--- src/hdl/sar_pkg.sv ---
// shared types, command codes and constants for the scroll address register unit
`timescale 1ns / 1ps
`default_nettype none

package sar_pkg;

    localparam logic [3:0] CMD_CTRL_WR   = 4'd0;
    localparam logic [3:0] CMD_MASK_WR   = 4'd1;
    localparam logic [3:0] CMD_SCROLL_WR = 4'd2;
    localparam logic [3:0] CMD_ADDR_WR   = 4'd3;
    localparam logic [3:0] CMD_DATA      = 4'd4;
    localparam logic [3:0] CMD_STATUS_RD = 4'd5;
    localparam logic [3:0] CMD_INC_X     = 4'd6;
    localparam logic [3:0] CMD_INC_Y     = 4'd7;
    localparam logic [3:0] CMD_COPY_X    = 4'd8;
    localparam logic [3:0] CMD_COPY_Y    = 4'd9;

    localparam logic [4:0] COARSE_Y_WRAP_NT = 5'd29;
    localparam logic [4:0] COARSE_Y_LAST    = 5'd31;
    localparam logic [1:0] FETCH_BASE_HI    = 2'b10;
    localparam logic [3:0] ATTR_BASE_MID    = 4'b1111;

    typedef struct packed {
        logic [3:0] cmd;
        logic [7:0] data_byte;
    } sar_in_t;

    typedef struct packed {
        logic [14:0] current_addr;
        logic [14:0] temp_addr;
        logic [2:0]  fine_x_scroll;
        logic        second_write;
        logic [13:0] tile_fetch_addr;
        logic [13:0] attr_fetch_addr;
        logic [2:0]  attr_shift;
    } sar_out_t;

    typedef struct packed {
        logic [14:0] cur_addr;
        logic [14:0] tmp_addr;
        logic [2:0]  fine_x;
        logic        toggle;
        logic        step_32;
        logic        render_on;
    } sar_state_t;

endpackage

`default_nettype wire

--- src/hdl/scroll_address_register_unit.sv ---
// top level of the scroll address register unit: state, result register and handshake
// latency: a result appears in the cycle after its command transaction is taken
// throughput: one command per cycle, sustained while the result side keeps up
// the result register frees itself in the same cycle it is taken, so no bubble is added
// reset: asynchronous active low, clears all address and mode state and the result valid
`timescale 1ns / 1ps
`default_nettype none

module scroll_address_register_unit (
    input  wire                clk,
    input  wire                rst_n,
    input  wire                cmd_valid,
    output logic               cmd_ready,
    input  wire sar_pkg::sar_in_t  cmd_data,
    output logic               res_valid,
    input  wire                res_ready,
    output sar_pkg::sar_out_t  res_data
);
    import sar_pkg::*;

    sar_state_t state_reg;
    sar_state_t state_next;
    sar_out_t   res_reg;
    sar_out_t   res_next;
    logic       res_valid_reg;
    logic       res_valid_next;
    logic       cmd_fire;
    logic [14:0] v;

    sar_update u_update (
        .state      (state_reg),
        .cmd_in     (cmd_data),
        .state_next (state_next)
    );

    assign cmd_ready = !res_valid_reg || res_ready;
    assign cmd_fire  = cmd_valid && cmd_ready;
    assign v         = state_next.cur_addr;

    always_comb
    begin
        res_next.current_addr    = v;
        res_next.temp_addr       = state_next.tmp_addr;
        res_next.fine_x_scroll   = state_next.fine_x;
        res_next.second_write    = state_next.toggle;
        res_next.tile_fetch_addr = {FETCH_BASE_HI, v[11:0]};
        res_next.attr_fetch_addr = {FETCH_BASE_HI, v[11:10], ATTR_BASE_MID, v[9:7], v[4:2]};
        res_next.attr_shift      = {v[6], v[1], 1'b0};
    end

    assign res_valid_next = cmd_fire ? 1'b1 : (res_ready ? 1'b0 : res_valid_reg);

    always_ff @(posedge clk or negedge rst_n)
    begin
        if (!rst_n)
        begin
            state_reg     <= '0;
            res_valid_reg <= 1'b0;
        end
        else
        begin
            res_valid_reg <= res_valid_next;
            if (cmd_fire)
            begin
                state_reg <= state_next;
            end
        end
    end

    always_ff @(posedge clk)
    begin
        if (cmd_fire)
        begin
            res_reg <= res_next;
        end
    end

    assign res_valid = res_valid_reg;
    assign res_data  = res_reg;

endmodule

`default_nettype wire

--- src/hdl/sar_update.sv ---
// next-state logic for one command applied to the scroll and address registers
`timescale 1ns / 1ps
`default_nettype none

module sar_update (
    input  wire sar_pkg::sar_state_t state,
    input  wire sar_pkg::sar_in_t    cmd_in,
    output sar_pkg::sar_state_t      state_next
);
    import sar_pkg::*;

    logic [7:0]  d;
    logic [14:0] v;
    logic [14:0] t;
    logic [14:0] v_step;

    assign d = cmd_in.data_byte;
    assign v = state.cur_addr;
    assign t = state.tmp_addr;
    assign v_step = state.step_32 ? 15'd32 : 15'd1;

    always_comb
    begin
        state_next = state;
        case (cmd_in.cmd)
            CMD_CTRL_WR:
            begin
                state_next.tmp_addr[11:10] = d[1:0];
                state_next.step_32         = d[2];
            end
            CMD_MASK_WR:
            begin
                state_next.render_on = d[3] | d[4];
            end
            CMD_SCROLL_WR:
            begin
                if (!state.toggle)
                begin
                    state_next.fine_x        = d[2:0];
                    state_next.tmp_addr[4:0] = d[7:3];
                end
                else
                begin
                    state_next.tmp_addr[14:12] = d[2:0];
                    state_next.tmp_addr[9:5]   = d[7:3];
                end
                state_next.toggle = ~state.toggle;
            end
            CMD_ADDR_WR:
            begin
                if (!state.toggle)
                begin
                    state_next.tmp_addr[14]   = 1'b0;
                    state_next.tmp_addr[13:8] = d[5:0];
                end
                else
                begin
                    state_next.tmp_addr[7:0] = d;
                    state_next.cur_addr      = {t[14:8], d};
                end
                state_next.toggle = ~state.toggle;
            end
            CMD_DATA:
            begin
                state_next.cur_addr = v + v_step;
            end
            CMD_STATUS_RD:
            begin
                state_next.toggle = 1'b0;
            end
            CMD_INC_X:
            begin
                if (state.render_on)
                begin
                    if (v[4:0] == 5'h1f)
                    begin
                        state_next.cur_addr[4:0] = 5'd0;
                        state_next.cur_addr[10]  = ~v[10];
                    end
                    else
                    begin
                        state_next.cur_addr[4:0] = v[4:0] + 5'd1;
                    end
                end
            end
            CMD_INC_Y:
            begin
                if (state.render_on)
                begin
                    if (v[14:12] != 3'd7)
                    begin
                        state_next.cur_addr[14:12] = v[14:12] + 3'd1;
                    end
                    else
                    begin
                        state_next.cur_addr[14:12] = 3'd0;
                        if (v[9:5] == COARSE_Y_WRAP_NT)
                        begin
                            state_next.cur_addr[9:5] = 5'd0;
                            state_next.cur_addr[11]  = ~v[11];
                        end
                        else if (v[9:5] == COARSE_Y_LAST)
                        begin
                            state_next.cur_addr[9:5] = 5'd0;
                        end
                        else
                        begin
                            state_next.cur_addr[9:5] = v[9:5] + 5'd1;
                        end
                    end
                end
            end
            CMD_COPY_X:
            begin
                if (state.render_on)
                begin
                    state_next.cur_addr[10]  = t[10];
                    state_next.cur_addr[4:0] = t[4:0];
                end
            end
            CMD_COPY_Y:
            begin
                if (state.render_on)
                begin
                    state_next.cur_addr[14:11] = t[14:11];
                    state_next.cur_addr[9:5]   = t[9:5];
                end
            end
            default:
            begin
                state_next = state;
            end
        endcase
    end

endmodule

`default_nettype wire

--- config.mk ---
export PLATFORM = sky130hd
export DESIGN_NAME = scroll_address_register_unit
export DESIGN_NICKNAME = d
export VERILOG_FILES = /design/src/hdl/sar_pkg.sv /design/src/hdl/scroll_address_register_unit.sv /design/src/hdl/sar_update.sv
export SDC_FILE = /design/constraint.sdc
export NUM_CORES = 1
export LEC_CHECK = 0
export BUFFER_PORTS_ARGS = -buffer_cell sky130_fd_sc_hd__buf_2
export CAP_MARGIN = 40
export CORE_MARGIN = 2
export CORE_UTILIZATION = 61
export DETAILED_ROUTE_END_ITERATION = 10
export GPL_ROUTABILITY_DRIVEN = 1
export HOLD_SLACK_MARGIN = 0.15
export PLACE_DENSITY_LB_ADDON = 0.05
export SLEW_MARGIN = 20
export SYNTH_ARGS = -nofsm -noshare
export SYNTH_HDL_FRONTEND = slang
export SYNTH_SLANG_ARGS = --single-unit
--- constraint.sdc ---
create_clock -name clk -period 5 [get_ports clk]
set_input_delay 0.75 -clock clk [delete_from_list [all_inputs] [get_ports clk]]
set_output_delay 0.75 -clock clk [all_outputs]
set_load 0.02 [all_outputs]
Word-level counts from Yosys, hierarchy flattened
Cells that the tools add are included.

Register bits: 93. Output and inout port bits: 67. Logic and storage cells: 77.

$add $sub $neg: 4. Equality and inequality tests: 13. Mux-type cells: 34. Bitwise gates (word level): 4. Reductions and logical operators: 8.

Operators with widths (number): 5-bit 2-to-1 mux (9); 5-bit one-hot mux with 4 select lines (2); 10-bit one-hot mux with 2 select lines (1); 4-bit by 3-bit == test with 1-bit output, second input constant (4); 8-bit 2-to-1 mux (2); 4-bit one-hot mux with 4 select lines (1); 15-bit adder (1); 5-bit == test, second input constant (3); 15-bit 2-to-1 mux (1); 5-bit by 1-bit adder with 5-bit output, second input constant (2); 3-bit 2-to-1 mux (3); 4-bit by 2-bit == test with 1-bit output, second input constant (2); 4-bit == test, second input constant (2); 4-bit 2-to-1 mux (2); 1-bit 2-to-1 mux (7); 7-bit 2-to-1 mux (1); 6-bit 2-to-1 mux (1); 3-bit one-hot mux with 2 select lines (1); 4-bit by 1-bit == test with 1-bit output, second input constant (1); 4-bit zero test (1); 1-bit one-hot mux with 4 select lines (1); 2-bit one-hot mux with 2 select lines (1); 2-bit AND reduction (2); 3-bit by 1-bit adder with 3-bit output, second input constant (1); 9 further kinds (11).

Longest topological paths before layout
Depth after elaboration: 6. Gate-level depth with buffers: 8. Depth with buffers taken out: 8.

By module
Synthesis repeated with hierarchy kept, for this count alone.

Cells, all modules: 472. Area, all modules: 4828.4 µm².

By module, submodules not included: scroll_address_register_unit (instances 1, cells each 147, area an instance 2770.2 µm², seq. area each 1946.9 µm²); sar_update (instances 1, cells each 325, area an instance 2058.2 µm², seq. area each 0.0 µm²).

Worst setup path after synthesis
Ideal clock, no wire load.

Path kind: input to register. From: input port res_ready. To: register state_reg[23] in the netlist's numbering. Setup time: 0.095 ns. Data arrival time: 2.830 ns. Slack: 2.076 ns. Stages on the path: 6. Buffers on the path: 1. Cell sequence: nand2b_1 nand2_1 inv_1 clkbuf_1 a21oi_1 a211oi_1.

Longest elaborated chain between the ends: 2.

Ends and longest elaborated chain: from (decl) (line scroll_address_register_unit.sv:16) `input wire res_ready,`; 1-bit logical OR (line scroll_address_register_unit.sv:36) `assign cmd_ready = !res_valid_reg || res_ready;`; 1-bit logical AND (line scroll_address_register_unit.sv:37) `assign cmd_fire = cmd_valid && cmd_ready;`; named net cmd_fire (line scroll_address_register_unit.sv:27) `logic cmd_fire;`; to (signal assigned) (line scroll_address_register_unit.sv:65) `state_reg <= state_next;`; to (decl) (line scroll_address_register_unit.sv:21) `sar_state_t state_reg;`.

The timed path passes the listed nets, and every way through them passes these cells. A chain may end at the register's enable or synchronous reset.

==> impl_metrics.tcl <==
set metrics [dict create \
    max-slew-margin-rel_pct 43.15 \
    detail-route-antenna-nets 0 \
    reg2regPathDepth 6 \
    final_hold_viol_count 0 \
    gr-total-overflow 0 \
    hold_class "in2async" \
    die_w_um 93 \
    syn_area_mm2 0.004832 \
    fmax_mhz 361.6 \
    cts_max_path_buffers 2 \
    cts_max_level 3 \
    critPathCaptureType "flop" \
    p_per_area_mw_per_mm2 439.8 \
    outcome "finished clean" \
    reg2reg_from "state_reg[2]" \
    antenna_cells 0 \
    antenna_found_initial 0 \
    timing.rr.end "res_data[45]" \
    finalSetupViolCount 0 \
    num_io_pins 83 \
    vias 4403 \
    power_leakage_nw 2.206 \
    dp_hpwl_mm 8.956 \
    synth.most_common_cell "nand2_1" \
    critical_path_class "in2reg" \
    cts_num_sinks 71 \
    die_h_um 93 \
    skew_ps 7.387 \
    fin_crit_sh_pct 55.31 \
    power.switching_w 0.0009025 \
    period_needed_ps 2766 \
    clock-root-buffer "clkbuf_8" \
    remaining_drc_errors 0 \
    drv_cap 0 \
    path_max_fanout 23 \
    slew_violations 0 \
    synthFlopType "dfrtp_1" \
    dr.pass1.iters 6 \
    yosys-top-cells-area "edfxtp_1 21%, dfrtp_1 19%, buf_4 5.0%" \
    finalSetupTns_ps 0 \
    reg2reg_slack_ps 2310 \
    p_int_w 0.001399 \
    start_util_pct 62.86 \
    routed_wirelength_mm 12.93 \
    insertion_delay_ps 360 \
    post_cts_buffers 0 \
    ys_ff_latch 71 \
    routedWlPerCell_um 19.92 \
    numPortBuffers 73 \
    synthCells 512 \
    largest_reg_flops 36 \
    synth_top_area_share_pct 21.13 \
    syn_to_final_growth_pct 8.312 \
    synth_enable_flop_cells 34 \
    cts_buffers 9 \
    grt_max_degree 43 \
    coreArea_mm2 0.007687 \
    comb_power_share_pct 34.5 \
    synth_commonest_cells "44 x nand2_1, 37 x dfrtp_1, 34 x edfxtp_1" \
    grt_pass1_wl_mm 20.71 \
    synth_area_per_cell_um2 9.438 \
    rows 32 \
    cts_tree "done" \
    post-route-util_pct 68.08 \
    finalWeightedCongestion 0.9432 \
    ys_types 73 \
    cts_resized 0 \
    seq_power_share_pct 43.7 \
    drtIter0Drc 483 \
    seq_area_frac_synth_pct 40.29 \
    yosys.area.top_type "edfxtp_1" \
    drive_gt1_share_pct 23.03 \
    grt_pass1_vias 3951 \
    yosys_warnings 0 \
    ys_async_sr_fraction_pct 52.11 \
    worstPathArrival_ps 3010 \
    routed_via_density 6.784 \
    die_area_mm2 0.008649 \
    start_kind "input pin" \
    cts.clk_slew.worst_paths_ps 80 \
    grt_usage_pct 30.95 \
    required_ps 5240 \
    cts_hold_buf 0 \
    ir_worst_vdd_uv 264.4 \
    layout.nets 568 \
    rsz0062_at_grt "no" \
    worstMarginPinSlew_ps 852.8 \
    swShare_pct 39.21 \
    pwr-share-clk_pct 21.8 \
]
==> cells in the final DEF, fill, tap and decap left out, types with 9 or more instances in the layout <==
master	instances
buf_2	73
nand2_1	44
dfrtp_1	37
edfxtp_1	34
nor2_1	31
a21oi_1	29
o21ai_0	28
mux2_2	21
o21ai_1	15
inv_1	13
and3_1	13
a31oi_1	10
ha_1	10
nor3_1	9
mux2i_1	9
o221ai_1	9
conb_1	9
clkbuf_8	9
==> through the flow <==
stage	area, µm²	hold slack (ps)	setup slack, ps	instances	power, W
6_report	5234	350.1	2234	649	0.002302
4_1_cts	5234	359.3	2313	649	0.002290
2_1_floorplan	4858	454.4	2076	519	0.001570
3_5_place_dp	5022	496.8	1921	633	0.001790
3_3_place_gp	4995	488.7	2027	632	0.001754
5_1_grt	5234	374.2	2023	649	0.002425
==> layer usage <==
metal	track usage (%)	share of wire [%]
met1	43.52	41
met2	47.34	46
met3	6.849	10
met4	11.15	2.1
met5	0	0
==> area by class of cell <==
cell class	instances	area, µm²
flip-flops and latches	71	1947
multi-input cells	366	2457
inverters	14	52.55
well taps	102	127.6
repair buffers	80	437.9
clock inverters	7	87.58
fillers	652	2454
clock buffers	9	123.9
==> cell families after synthesis <==
family / Yosys count / synth area share, %
AO/OA/AOI/OAI: 166 / 23.56
XOR/XNOR: 3 / 0.5439
adder cells (fa/ha/maj): 10 / 2.589
buffers and inverters: 82 / 9.399
flip-flops: 71 / 40.29
multiplexers: 30 / 6.758
other: 2 / 0.1554
AND/OR/NAND/NOR: 148 / 16.70
==> worst max path at each step <==
stage                           start       endpoint  slack [ps]
after floorplan             res_ready  state_reg[23]        2080
after global placement    cmd_data[9]   state_reg[5]        2030
after detailed placement  cmd_data[9]   state_reg[5]        1920
after CTS                 cmd_data[9]   state_reg[5]        2310
after global routing      cmd_data[9]   state_reg[5]        2020
final                     cmd_data[9]   state_reg[5]        2230
==> power groups by stage <==
| stage | combinational [W] | sequential [W] | clock (W) |
|---|---|---|---|
| after floorplan | 0.000581 | 0.000989 | 0 |
| after global routing | 0.000867 | 0.00102 | 0.000533 |
| after global placement | 0.000758 | 0.000996 | 0 |
| final | 0.000795 | 0.00100 | 0.000502 |
| after CTS | 0.000786 | 0.000996 | 0.000507 |
| after detailed placement | 0.000783 | 0.00101 | 0 |
==> worst max-delay path: stages <==
cell and delay (ps):
buf_2 310, nor2b_1 510, nand2_1 360, nor3_1 410
mux2_2 400, mux2_2 280
(Power assumes the default switching activity.)
